<file path="src/hw/rtl/c2es_pkg.sv">
// ----------------------------------------------------------------------------
// c2es_pkg: shared constants and helpers for calendar to epoch conversion
// Field widths, stream layouts, the cumulative month table and the
// leap-second instant list.
// ----------------------------------------------------------------------------
package c2es_pkg;

  // Field widths
  localparam int YEAR_W   = 14;
  localparam int MONTH_W  = 4;
  localparam int DAY_W    = 5;
  localparam int HOUR_W   = 5;
  localparam int MINUTE_W = 6;
  localparam int SECOND_W = 6;
  localparam int EPOCH_W  = 39;

  // Stream layouts
  localparam int IN_TDATA_W  = 40;
  localparam int OUT_TDATA_W = 40;
  localparam int OUT_TUSER_W = 1;

  localparam int YEAR_LSB   = 0;
  localparam int MONTH_LSB  = YEAR_LSB + YEAR_W;
  localparam int DAY_LSB    = MONTH_LSB + MONTH_W;
  localparam int HOUR_LSB   = DAY_LSB + DAY_W;
  localparam int MINUTE_LSB = HOUR_LSB + HOUR_W;
  localparam int SECOND_LSB = MINUTE_LSB + MINUTE_W;

  // Internal widths
  localparam int DCNT_W  = 25;  // signed day count relative to 1970-01-01
  localparam int SOD_W   = 17;  // second of day, unchecked fields included
  localparam int MSTRT_W = 9;   // cumulative days before month
  localparam int LCNT_W  = 3;   // leap seconds passed, 0..5
  localparam int PRD_W   = 26;  // reciprocal products

  // floor(x/25) = (x * RECIP25) >> RECIP_SH for x below 43690
  localparam logic [12:0] RECIP25  = 13'd5243;
  localparam int          RECIP_SH = 17;
  localparam int          DIV25    = 25;

  localparam int SEC_PER_DAY  = 86400;
  localparam int SEC_PER_HOUR = 3600;
  localparam int SEC_PER_MIN  = 60;
  localparam int DAYS_PER_YR  = 365;
  localparam int QUAD_OFS     = 399;    // shifts year-1 up by one 400-year cycle
  // cycle correction (-97), days from year 1 to 1970 (-719162), day 1 counts 0 (-1)
  localparam int DAY_BIAS     = -719260;

  localparam logic [MONTH_W-1:0] MON_JAN = 4'd1;
  localparam logic [MONTH_W-1:0] MON_MAR = 4'd3;
  localparam logic [MONTH_W-1:0] MON_DEC = 4'd12;

  // Leap-second instants, each at day 1, 08:59:59
  localparam int NUM_LEAP = 5;
  localparam logic [YEAR_W-1:0]  LS_YEAR  [NUM_LEAP] =
    '{14'd2006, 14'd2009, 14'd2012, 14'd2015, 14'd2017};
  localparam logic [MONTH_W-1:0] LS_MONTH [NUM_LEAP] =
    '{4'd1, 4'd1, 4'd7, 4'd7, 4'd1};
  localparam logic [DAY_W-1:0]    LS_DAY    = 5'd1;
  localparam logic [HOUR_W-1:0]   LS_HOUR   = 5'd8;
  localparam logic [MINUTE_W-1:0] LS_MINUTE = 6'd59;
  localparam logic [SECOND_W-1:0] LS_SECOND = 6'd59;

  // Days in the year before the first of the month (non-leap)
  function automatic logic [MSTRT_W-1:0] month_start(input logic [MONTH_W-1:0] mo);
    logic [MSTRT_W-1:0] d;
    unique case (mo)
      4'd1:    d = 9'd0;
      4'd2:    d = 9'd31;
      4'd3:    d = 9'd59;
      4'd4:    d = 9'd90;
      4'd5:    d = 9'd120;
      4'd6:    d = 9'd151;
      4'd7:    d = 9'd181;
      4'd8:    d = 9'd212;
      4'd9:    d = 9'd243;
      4'd10:   d = 9'd273;
      4'd11:   d = 9'd304;
      4'd12:   d = 9'd334;
      default: d = 9'd0;
    endcase
    return d;
  endfunction

  // Count instants strictly before the given time; fields are compared in
  // order since each lower field stays below 100.
  function automatic logic [LCNT_W-1:0] leap_count(
    input logic [YEAR_W-1:0]   yr,
    input logic [MONTH_W-1:0]  mo,
    input logic [DAY_W-1:0]    dy,
    input logic [HOUR_W-1:0]   hr,
    input logic [MINUTE_W-1:0] mi,
    input logic [SECOND_W-1:0] se
  );
    logic              later;
    logic [LCNT_W-1:0] cnt;
    later = (dy > LS_DAY) || ((dy == LS_DAY) && ((hr > LS_HOUR) ||
            ((hr == LS_HOUR) && ((mi > LS_MINUTE) ||
            ((mi == LS_MINUTE) && (se > LS_SECOND))))));
    cnt = '0;
    for (int i = 0; i < NUM_LEAP; i++) begin
      if ((yr > LS_YEAR[i]) || ((yr == LS_YEAR[i]) &&
          ((mo > LS_MONTH[i]) || ((mo == LS_MONTH[i]) && later)))) begin
        cnt = cnt + LCNT_W'(1);
      end
    end
    return cnt;
  endfunction

endpackage

</file>
<file path="src/hw/rtl/calendar_to_epoch_seconds.sv">
// ----------------------------------------------------------------------------
// calendar_to_epoch_seconds: Gregorian date and time to epoch seconds
// Four-stage pipeline that turns a broken-down date and time into seconds
// since 1970-01-01 00:00:00, counting five fixed leap seconds.
// ----------------------------------------------------------------------------
//
//  channel | direction | fields (tdata from bit 0 up / tuser)
//  --------+-----------+--------------------------------------------------
//  in_     | slave     | tdata: year, month, day_of_month, hour, minute, second
//  out_    | master    | tdata: epoch_seconds (39b signed) + pad; tuser: bad_month
//
//  One transfer in and one out per cycle, sustained while out_tready is high.
//  Four register stages, the first loaded at the input transfer edge, with
//  out_tvalid driven by the last: table and reciprocal products, day count,
//  day-to-second multiply, final sum.
//  All four stages advance together; a held output stalls every stage and
//  drops in_tready in the same cycle, so nothing is lost or repeated.
//  Bubbles inside the pipeline are not squeezed out: a held output stalls
//  every stage, whether it holds an item or not.
//  Synchronous active-low reset clears the valid bits only.
// ----------------------------------------------------------------------------
module calendar_to_epoch_seconds (
  input  logic                              clk,
  input  logic                              rst_n,
  input  logic                              in_tvalid,
  output logic                              in_tready,
  // year[13:0], month[17:14], day_of_month[22:18], hour[27:23],
  // minute[33:28], second[39:34]
  input  logic [c2es_pkg::IN_TDATA_W-1:0]   in_tdata,
  output logic                              out_tvalid,
  input  logic                              out_tready,
  // epoch_seconds[38:0], zero pad [39]
  output logic [c2es_pkg::OUT_TDATA_W-1:0]  out_tdata,
  // bad_month[0]
  output logic [c2es_pkg::OUT_TUSER_W-1:0]  out_tuser
);
  import c2es_pkg::*;

  // Unpacked input fields
  logic [YEAR_W-1:0]   yr;
  logic [MONTH_W-1:0]  mo;
  logic [DAY_W-1:0]    dy;
  logic [HOUR_W-1:0]   hr;
  logic [MINUTE_W-1:0] mi;
  logic [SECOND_W-1:0] se;

  assign yr = in_tdata[MONTH_LSB-1:YEAR_LSB];
  assign mo = in_tdata[DAY_LSB-1:MONTH_LSB];
  assign dy = in_tdata[HOUR_LSB-1:DAY_LSB];
  assign hr = in_tdata[MINUTE_LSB-1:HOUR_LSB];
  assign mi = in_tdata[SECOND_LSB-1:MINUTE_LSB];
  assign se = in_tdata[SECOND_LSB+SECOND_W-1:SECOND_LSB];

  // Whole pipeline moves when the output register is free or being drained
  logic adv;
  logic out_valid_r;

  assign adv       = out_tready || !out_valid_r;
  assign in_tready = adv && rst_n;

  // --------------------------------------------------------------------------
  // Stage 1: year terms, reciprocal products, month table, leap seconds
  // --------------------------------------------------------------------------
  logic                     v1_r;
  logic                     bad1_r, bad1_nxt;
  logic signed [DCNT_W-1:0] p365_r, p365_nxt;
  logic [12:0]              q4_r, q4_nxt;          // (year+399)/4
  logic [11:0]              y2_r;                  // year/4
  logic [9:0]               y4_r;                  // year/16
  logic [3:0]               ylo_r;
  logic [PRD_W-1:0]         pq100_r, pq100_nxt;
  logic [PRD_W-1:0]         pq400_r, pq400_nxt;
  logic [PRD_W-1:0]         py100_r, py100_nxt;
  logic [PRD_W-1:0]         py400_r, py400_nxt;
  logic [MSTRT_W-1:0]       mst1_r;
  logic                     mar1_r;
  logic [DAY_W-1:0]         dy1_r;
  logic [SOD_W-1:0]         sod1_r, sod1_nxt;
  logic [LCNT_W-1:0]        lc1_r;

  logic signed [YEAR_W:0]   yprev;                 // year-1, may be -1
  logic [YEAR_W:0]          yq;                    // year+399

  always_comb begin
    yprev     = $signed({1'b0, yr}) - (YEAR_W+1)'(1);
    yq        = (YEAR_W+1)'(yr) + (YEAR_W+1)'(QUAD_OFS);
    q4_nxt    = yq[YEAR_W:2];
    p365_nxt  = DCNT_W'(yprev) * DCNT_W'(DAYS_PER_YR);
    pq100_nxt = PRD_W'(yq[YEAR_W:2]) * PRD_W'(RECIP25);
    pq400_nxt = PRD_W'(yq[YEAR_W:4]) * PRD_W'(RECIP25);
    py100_nxt = PRD_W'(yr[YEAR_W-1:2]) * PRD_W'(RECIP25);
    py400_nxt = PRD_W'(yr[YEAR_W-1:4]) * PRD_W'(RECIP25);
    bad1_nxt  = (mo < MON_JAN) || (mo > MON_DEC);
    sod1_nxt  = SOD_W'(hr) * SOD_W'(SEC_PER_HOUR) + SOD_W'(mi) * SOD_W'(SEC_PER_MIN)
              + SOD_W'(se);
  end

  always_ff @(posedge clk) begin
    if (!rst_n) begin
      v1_r <= 1'b0;
    end else if (adv) begin
      v1_r <= in_tvalid;
    end
    if (adv) begin
      bad1_r  <= bad1_nxt;
      p365_r  <= p365_nxt;
      q4_r    <= q4_nxt;
      y2_r    <= yr[YEAR_W-1:2];
      y4_r    <= yr[YEAR_W-1:4];
      ylo_r   <= yr[3:0];
      pq100_r <= pq100_nxt;
      pq400_r <= pq400_nxt;
      py100_r <= py100_nxt;
      py400_r <= py400_nxt;
      mst1_r  <= month_start(mo);
      mar1_r  <= (mo >= MON_MAR);
      dy1_r   <= dy;
      sod1_r  <= sod1_nxt;
      lc1_r   <= leap_count(yr, mo, dy, hr, mi, se);
    end
  end

  // --------------------------------------------------------------------------
  // Stage 2: quotients, leap-year test, day count, second of day
  // --------------------------------------------------------------------------
  logic                     v2_r;
  logic                     bad2_r;
  logic signed [DCNT_W-1:0] days2_r, days2_nxt;
  logic [SOD_W-1:0]         sod2_r, sod2_nxt;

  logic [7:0]  q100, y100;
  logic [5:0]  q400, y400;
  logic [11:0] y100x;
  logic [9:0]  y400x;
  logic        leap_yr;

  always_comb begin
    q100  = pq100_r[RECIP_SH+7:RECIP_SH];
    q400  = pq400_r[RECIP_SH+5:RECIP_SH];
    y100  = py100_r[RECIP_SH+7:RECIP_SH];
    y400  = py400_r[RECIP_SH+5:RECIP_SH];
    y100x = 12'(y100 * 12'(DIV25));
    y400x = 10'(y400 * 10'(DIV25));
    // divisible by 4, and not by 100 unless by 400
    leap_yr = (ylo_r[1:0] == 2'd0) &&
              ((y2_r != y100x) || ((ylo_r[3:2] == 2'd0) && (y4_r == y400x)));
    days2_nxt = p365_r
              + $signed(DCNT_W'(q4_r)) - $signed(DCNT_W'(q100)) + $signed(DCNT_W'(q400))
              + DCNT_W'(DAY_BIAS)
              + $signed(DCNT_W'(mst1_r)) + $signed(DCNT_W'(dy1_r))
              + $signed(DCNT_W'(leap_yr && mar1_r));
    sod2_nxt  = sod1_r + SOD_W'(lc1_r);
  end

  always_ff @(posedge clk) begin
    if (!rst_n) begin
      v2_r <= 1'b0;
    end else if (adv) begin
      v2_r <= v1_r;
    end
    if (adv) begin
      bad2_r  <= bad1_r;
      days2_r <= days2_nxt;
      sod2_r  <= sod2_nxt;
    end
  end

  // --------------------------------------------------------------------------
  // Stage 3: days to seconds (wraps modulo 2^39)
  // --------------------------------------------------------------------------
  logic                      v3_r;
  logic                      bad3_r;
  logic signed [EPOCH_W-1:0] dsec3_r, dsec3_nxt;
  logic [SOD_W-1:0]          sod3_r;

  assign dsec3_nxt = EPOCH_W'(days2_r) * $signed(EPOCH_W'(SEC_PER_DAY));

  always_ff @(posedge clk) begin
    if (!rst_n) begin
      v3_r <= 1'b0;
    end else if (adv) begin
      v3_r <= v2_r;
    end
    if (adv) begin
      bad3_r  <= bad2_r;
      dsec3_r <= dsec3_nxt;
      sod3_r  <= sod2_r;
    end
  end

  // --------------------------------------------------------------------------
  // Stage 4: final sum into the output register; bad month forces zero
  // --------------------------------------------------------------------------
  logic [EPOCH_W-1:0] epoch_r, epoch_nxt;
  logic               bad_r;

  assign epoch_nxt = bad3_r ? '0 : EPOCH_W'(dsec3_r) + EPOCH_W'(sod3_r);

  always_ff @(posedge clk) begin
    if (!rst_n) begin
      out_valid_r <= 1'b0;
    end else if (adv) begin
      out_valid_r <= v3_r;
    end
    if (adv) begin
      epoch_r <= epoch_nxt;
      bad_r   <= bad3_r;
    end
  end

  assign out_tvalid = out_valid_r;
  assign out_tdata  = OUT_TDATA_W'(epoch_r);
  assign out_tuser  = OUT_TUSER_W'(bad_r);

endmodule

</file>
<file path="config.mk">
export PLATFORM = sky130hd
export DESIGN_NAME = calendar_to_epoch_seconds
export DESIGN_NICKNAME = d
export VERILOG_FILES = /design/src/hw/rtl/c2es_pkg.sv /design/src/hw/rtl/calendar_to_epoch_seconds.sv
export SDC_FILE = /design/constraint.sdc
export NUM_CORES = 2
export LEC_CHECK = 0
export BUFFER_PORTS_ARGS = -buffer_cell sky130_fd_sc_hd__buf_4
export CAP_MARGIN = 20
export CORE_ASPECT_RATIO = 2
export CORE_MARGIN = 1
export CORE_UTILIZATION = 45
export CTS_BUF_LIST = sky130_fd_sc_hd__clkbuf_8
export DETAILED_ROUTE_END_ITERATION = 12
export GPL_ROUTABILITY_DRIVEN = 1
export PLACE_DENSITY = 0.65
export SLEW_MARGIN = 20
export SYNTH_ARGS = -nofsm -noshare
export SYNTH_HDL_FRONTEND = slang
export SYNTH_SLANG_ARGS = --single-unit
</file>
<file path="constraint.sdc">
create_clock -name clk -period 11 [get_ports clk]
set_clock_uncertainty 0.2 [all_clocks]
set_input_delay 0.55 -clock clk [delete_from_list [all_inputs] [get_ports clk]]
set_output_delay 0.55 -clock clk [all_outputs]
set_load 0.05 [all_outputs]
</file>
# == After elaboration in Yosys (flattened, before gate mapping) ==
# Memory sizes are Yosys's and may differ from the RTL's. A register that Yosys moved wholly into a read port is not among the register bits.
# Index checks and enable logic that the tools add are counted.
# W data, S select, Z words.
# totals
rom_bits,144
elab_cells,119
out_inout_bits,43
reg_bits,324
input_bits,44
n_memories,1
# memory_table
memory,depth,width,rd,rd_clocked_by_memory_dff,write_ports,line_no,source
(no name shown),16,9,1,1,0,c2es_pkg.sv:67,unique case (mo)
# op_classes
add_sub_neg,17
eq_ne,12
n_mul,10
muxes,9
n_reduce_logical,30
n_lt_le_gt_ge,14
# ops
op,n
$eq A14 B11 Y1 const B,5
$gt A14 B11 Y1 const B,5
$add A39 B17 Y39,1
$mul A25 B11 Y32 const B,1
$add A25 B10 Y25,1
$add A25 B14 Y25,1
$add A25 B2 Y25,1
$add A25 B21 Y25 const B,1
$add A25 B6 Y25,1
$add A25 B7 Y25,1
$mul A12 B13 Y25 const B,1
$mul A13 B13 Y25 const B,1
$mul A15 B10 Y25 const B,1
$sub A25 B9 Y25,1
$mux W3,8
$mul A10 B13 Y23 const B,1
$mul A11 B13 Y23 const B,1
$add A17 B12 Y17,1
$add A17 B3 Y17,1
$add A17 B6 Y17,1
$add A14 B9 Y15 const B,1
$sub A14 B1 Y15 const B,1
$logic_and A1 B1 Y1,14
$logic_or A1 B1 Y1,13
23 further kinds,28

# == Longest topological paths before layout ==
# depth
word_depth,24
depth_mapped,27
mapped_depth_nobuf,27

# == Least setup slack after synthesis ==
# No wires, ideal clock.
# synth_timing
kind,input to output
from,input out_tready
to,output in_tready
required_time_ps,10250
stages,3
arrival_ps,8537
path_slack_ps,1713
path_buffers,1
path_cell_list,nand2b_1 clkbuf_1 and2_1
# synth_via
elab_chain_cells,2
# synth_lines
element,line_no,source
start: declaration,calendar_to_epoch_seconds.sv:31,"input logic out_tready,"
$logic_or A1 B1 Y1,calendar_to_epoch_seconds.sv:58,assign adv = out_tready || !out_valid_r;
$logic_and A1 B1 Y1,calendar_to_epoch_seconds.sv:59,assign in_tready = adv && rst_n;
end: declaration,calendar_to_epoch_seconds.sv:26,"output logic in_tready,"
# No other way between the ends.

# == Worst setup path in the final report ==
# layout_timing
from,input in_tdata[0] (netlist name)
to,"register pq400_r[22], data pin"
# layout_via
elab_chain_cells,2
# layout_lines
element,line_no,source
start: declaration,calendar_to_epoch_seconds.sv:29,"input logic [c2es_pkg::IN_TDATA_W-1:0] in_tdata,"
$add A14 B9 Y15,calendar_to_epoch_seconds.sv:86,yq = (YEAR_W+1)'(yr) + (YEAR_W+1)'(QUAD_OFS);
named net yq[10],calendar_to_epoch_seconds.sv:82,logic [YEAR_W:0] yq;
$mul A11 B13 Y23,calendar_to_epoch_seconds.sv:90,pq400_nxt = PRD_W'(yq[YEAR_W:4]) * PRD_W'(RECIP25);
named net pq400_nxt[22],calendar_to_epoch_seconds.sv:72,"logic [PRD_W-1:0] pq400_r, pq400_nxt;"
end signal: assignment,calendar_to_epoch_seconds.sv:112,pq400_r <= pq400_nxt;
end: declaration,calendar_to_epoch_seconds.sv:72,
# The timed path passes the listed nets, and every way through them passes these cells.
# A chain may end at the register's enable or synchronous reset.

==> flow_summary.ini <==
[status]
status = finished clean

[worst_setup_path]
r2r-start = py100_r[19]$_DFFE_PN_
rr_worst_depth = 23
cp-end-kind = register
path_buf_inv = 9
cp.arrival_ps = 7750
cp_common_cell = inv_1
path_class = input pin to register
max_stage_delay_ps = 550
crit_fanout = 8
path_delay_family = adder cells
worst-path-stages = 28
cp.required_ps = 11140
cp-start-kind = input pin
ff2ff_setup_slack_ps = 4180
cpMaxStageDelayCell = dlygate4sd3_1
critPathLaunch = in_tdata[0]

[die]
start_util_pct = 45.4
die_w_um = 189
dieHeight_um = 377
num_rows = 137
core-area_mm2 = 0.0696
io_pins = 87
fp.dieArea_mm2 = 0.0714

[detailed_routing]
via_per_inst = 5.09
totalWireLength_um = 67500
routedWlPerCell_um = 16.7
ant_nets = 0
drc_errors = 0
drt-pass1-iter-count = 4
drt_iter0_drc = 656
num_vias = 20659

[logic_synthesis]
synth.avg_cell_area_um2 = 10.6
synth_warnings = 0
ys_seq_area_share_pct = 23.9
syn_inst = 2987
ys_seq_elements = 253
async_flop_share_pct = 0
yosysUniqueCellTypes = 93
synthFlopType = edfxtp_1
netlist_area_mm2 = 0.0316
syn_nets = 3999
synth_edf_count = 249

[hold_path]
min_from = in_tdata[12]
hold_path_depth = 1
holdCritPathClass = input pin to register

[sta]
hold_viol = 0
final-setup-viol-count = 0
tightestPinTransition_ps = 945
finalSetupTns_ps = 0
fin_crit_ps = 7610
maxSlewHeadroom_pct = 36.0
period_share_pct = 69.2
slew_viol_final = 0
fmax_ghz = 0.131
rsz0062_at_grt = false

[layout]
nNetsFinal = 4136
final_cell_mix = 736 x inv_1, 652 x ha_1, 316 x fa_1, 249 x edfxtp_1, 158 x xnor2_1
syn_to_final_growth_pct = 8.57
drive_above_1_share_pct = 6.60
final_common_cell = inv_1

[place]
io_buffer_count = 85
gp_congestion = 0.918
hpwl_um = 58300

[clocking]
htreeDepth = 2
ctsLongestPathBuffers = 3
post_cts_resized = 0
cts_root_buf = clkbuf_8
cts_buffers = 40
clkLatencyLatePin_ps = 610
clk_pin_slew_ps = 80
clock-sinks = 253
cts_tree = yes

[global_route]
grt_overflow = 0
grt_pass1_vias = 22326
grt_util_all_layers_pct = 19.9
grt_max_degree = 67
grt_pass1_wl_um = 110000
antenna_found_initial = 1

[run]
timing.max_cap.violations = 0
[worst register-to-register path, cell delays in order, from the launching register on]
cell and delay, ps:
edfxtp_1 450, ha_1 330, ha_1 310, fa_1 470
ha_1 350, nor2b_1 140, o21ai_0 140, nand2b_1 110
a21o_1 190, a21oi_1 190, xnor2_1 140, a2111oi_0 80
buf_4 180, nor4b_1 630, ha_1 260, ha_1 160
a31oi_1 110, o21ai_0 360, nand3_1 150, a31oi_1 320
o221ai_1 240, a31oi_1 370, mux2i_1 230, o311ai_1 300
[registers in the layout, summed over array words and instances, names as in the netlist, 3 cells and up]
name / flops
days2_r: 25
dsec3_r: 32
dy1_r: 5
epoch_r: 39
lc1_r: 3
mst1_r: 9
p365_r: 25
pq100_r: 8
pq400_r: 6
py100_r: 8
py400_r: 6
q4_r: 13
sod1_r: 17
sod2_r: 17
sod3_r: 17
y2_r: 12
[synthesized netlist by cell type (7+ instances only)]
cell | number | area share [%]
a211oi_1 | 18 | 0.43
a21o_1 | 53 | 1.3
a21oi_1 | 117 | 1.9
a31o_2 | 7 | 0.19
a31oi_1 | 14 | 0.28
and2_1 | 9 | 0.18
and3_1 | 21 | 0.42
clkbuf_1 | 13 | 0.15
edfxtp_1 | 249 | 24
fa_1 | 316 | 20
ha_1 | 652 | 26
inv_1 | 726 | 8.6
mux2_2 | 7 | 0.25
mux2i_1 | 9 | 0.29
nand2_1 | 77 | 0.91
nand2b_1 | 20 | 0.40
nand3_1 | 38 | 0.60
nand4_1 | 21 | 0.42
nor2_1 | 88 | 1.0
nor2b_1 | 26 | 0.51
nor3_1 | 27 | 0.43
o211ai_1 | 12 | 0.29
o21a_1 | 10 | 0.24
o21ai_0 | 64 | 1.0
o21bai_1 | 30 | 0.71
or2_2 | 7 | 0.14
or3_1 | 16 | 0.32
or4_1 | 10 | 0.24
xnor2_1 | 159 | 4.4
xor2_1 | 55 | 1.5
[routing by layer]
layer	vias up	part of all wire, %	track usage (%)
met1	10047	33	17.4
met5	-	0	0
met2	268	59	42.0
li1	10187	-	-
met3	157	1.7	1.51
met4	0	6.4	11.8
[path summary, 6_finish.rpt]
check	end
setup / recovery	pq400_r[22]$_DFFE_PN_
hold / removal	y2_r[10]$_DFFE_PN_
setup reg to reg	days2_r[24]$_DFFE_PN_
hold reg to reg	sod3_r[2]$_DFFE_PN_
[kinds of logic after synthesis]
logic type | count (synthesis) | synth area share, %
other cells | 1 | 0.0119
xor+xnor | 215 | 6.00
fa+ha+maj | 968 | 45.8
mux | 16 | 0.534
simple gates | 387 | 6.35
compound gates | 399 | 8.46
buf+inv | 748 | 8.91
flops | 253 | 23.9
[final cells by class]
class                      count  area (µm²)
antenna                        1        2.50
clock buffer                  41         564
clock inverter                29         186
fill                        6519       35300
inverter                     727        2730
multi-input combinational   1986       21300
sequential                   253        7560
tap                          903        1130
timing repair buffer         116         901
[metrics by stage]
step                      instance area, µm²  setup slack, ps  util (%)  cells  hold WS (ps)
after floorplan                        31600             1710         -   2987           200
after global placement                 33400             3280      48.1   3973           201
after detailed placement               33400             3220      48.1   3973           205
after CTS                              34300             3270      49.3   4055          1.38
after global routing                   34300             2770      49.3   4056          29.5
final                                  34300             3390      49.3   4056          48.2
[timing repair]
item,in CTS,in global routing
setup buffers,0,0
hold buffers,12,0
setup endpoints to repair,0,0
hold endpoints to repair,14,0
Power is left out: the tool's default activity adds up to more than one toggle a clock period on the data nets, which glitch-free logic cannot reach.
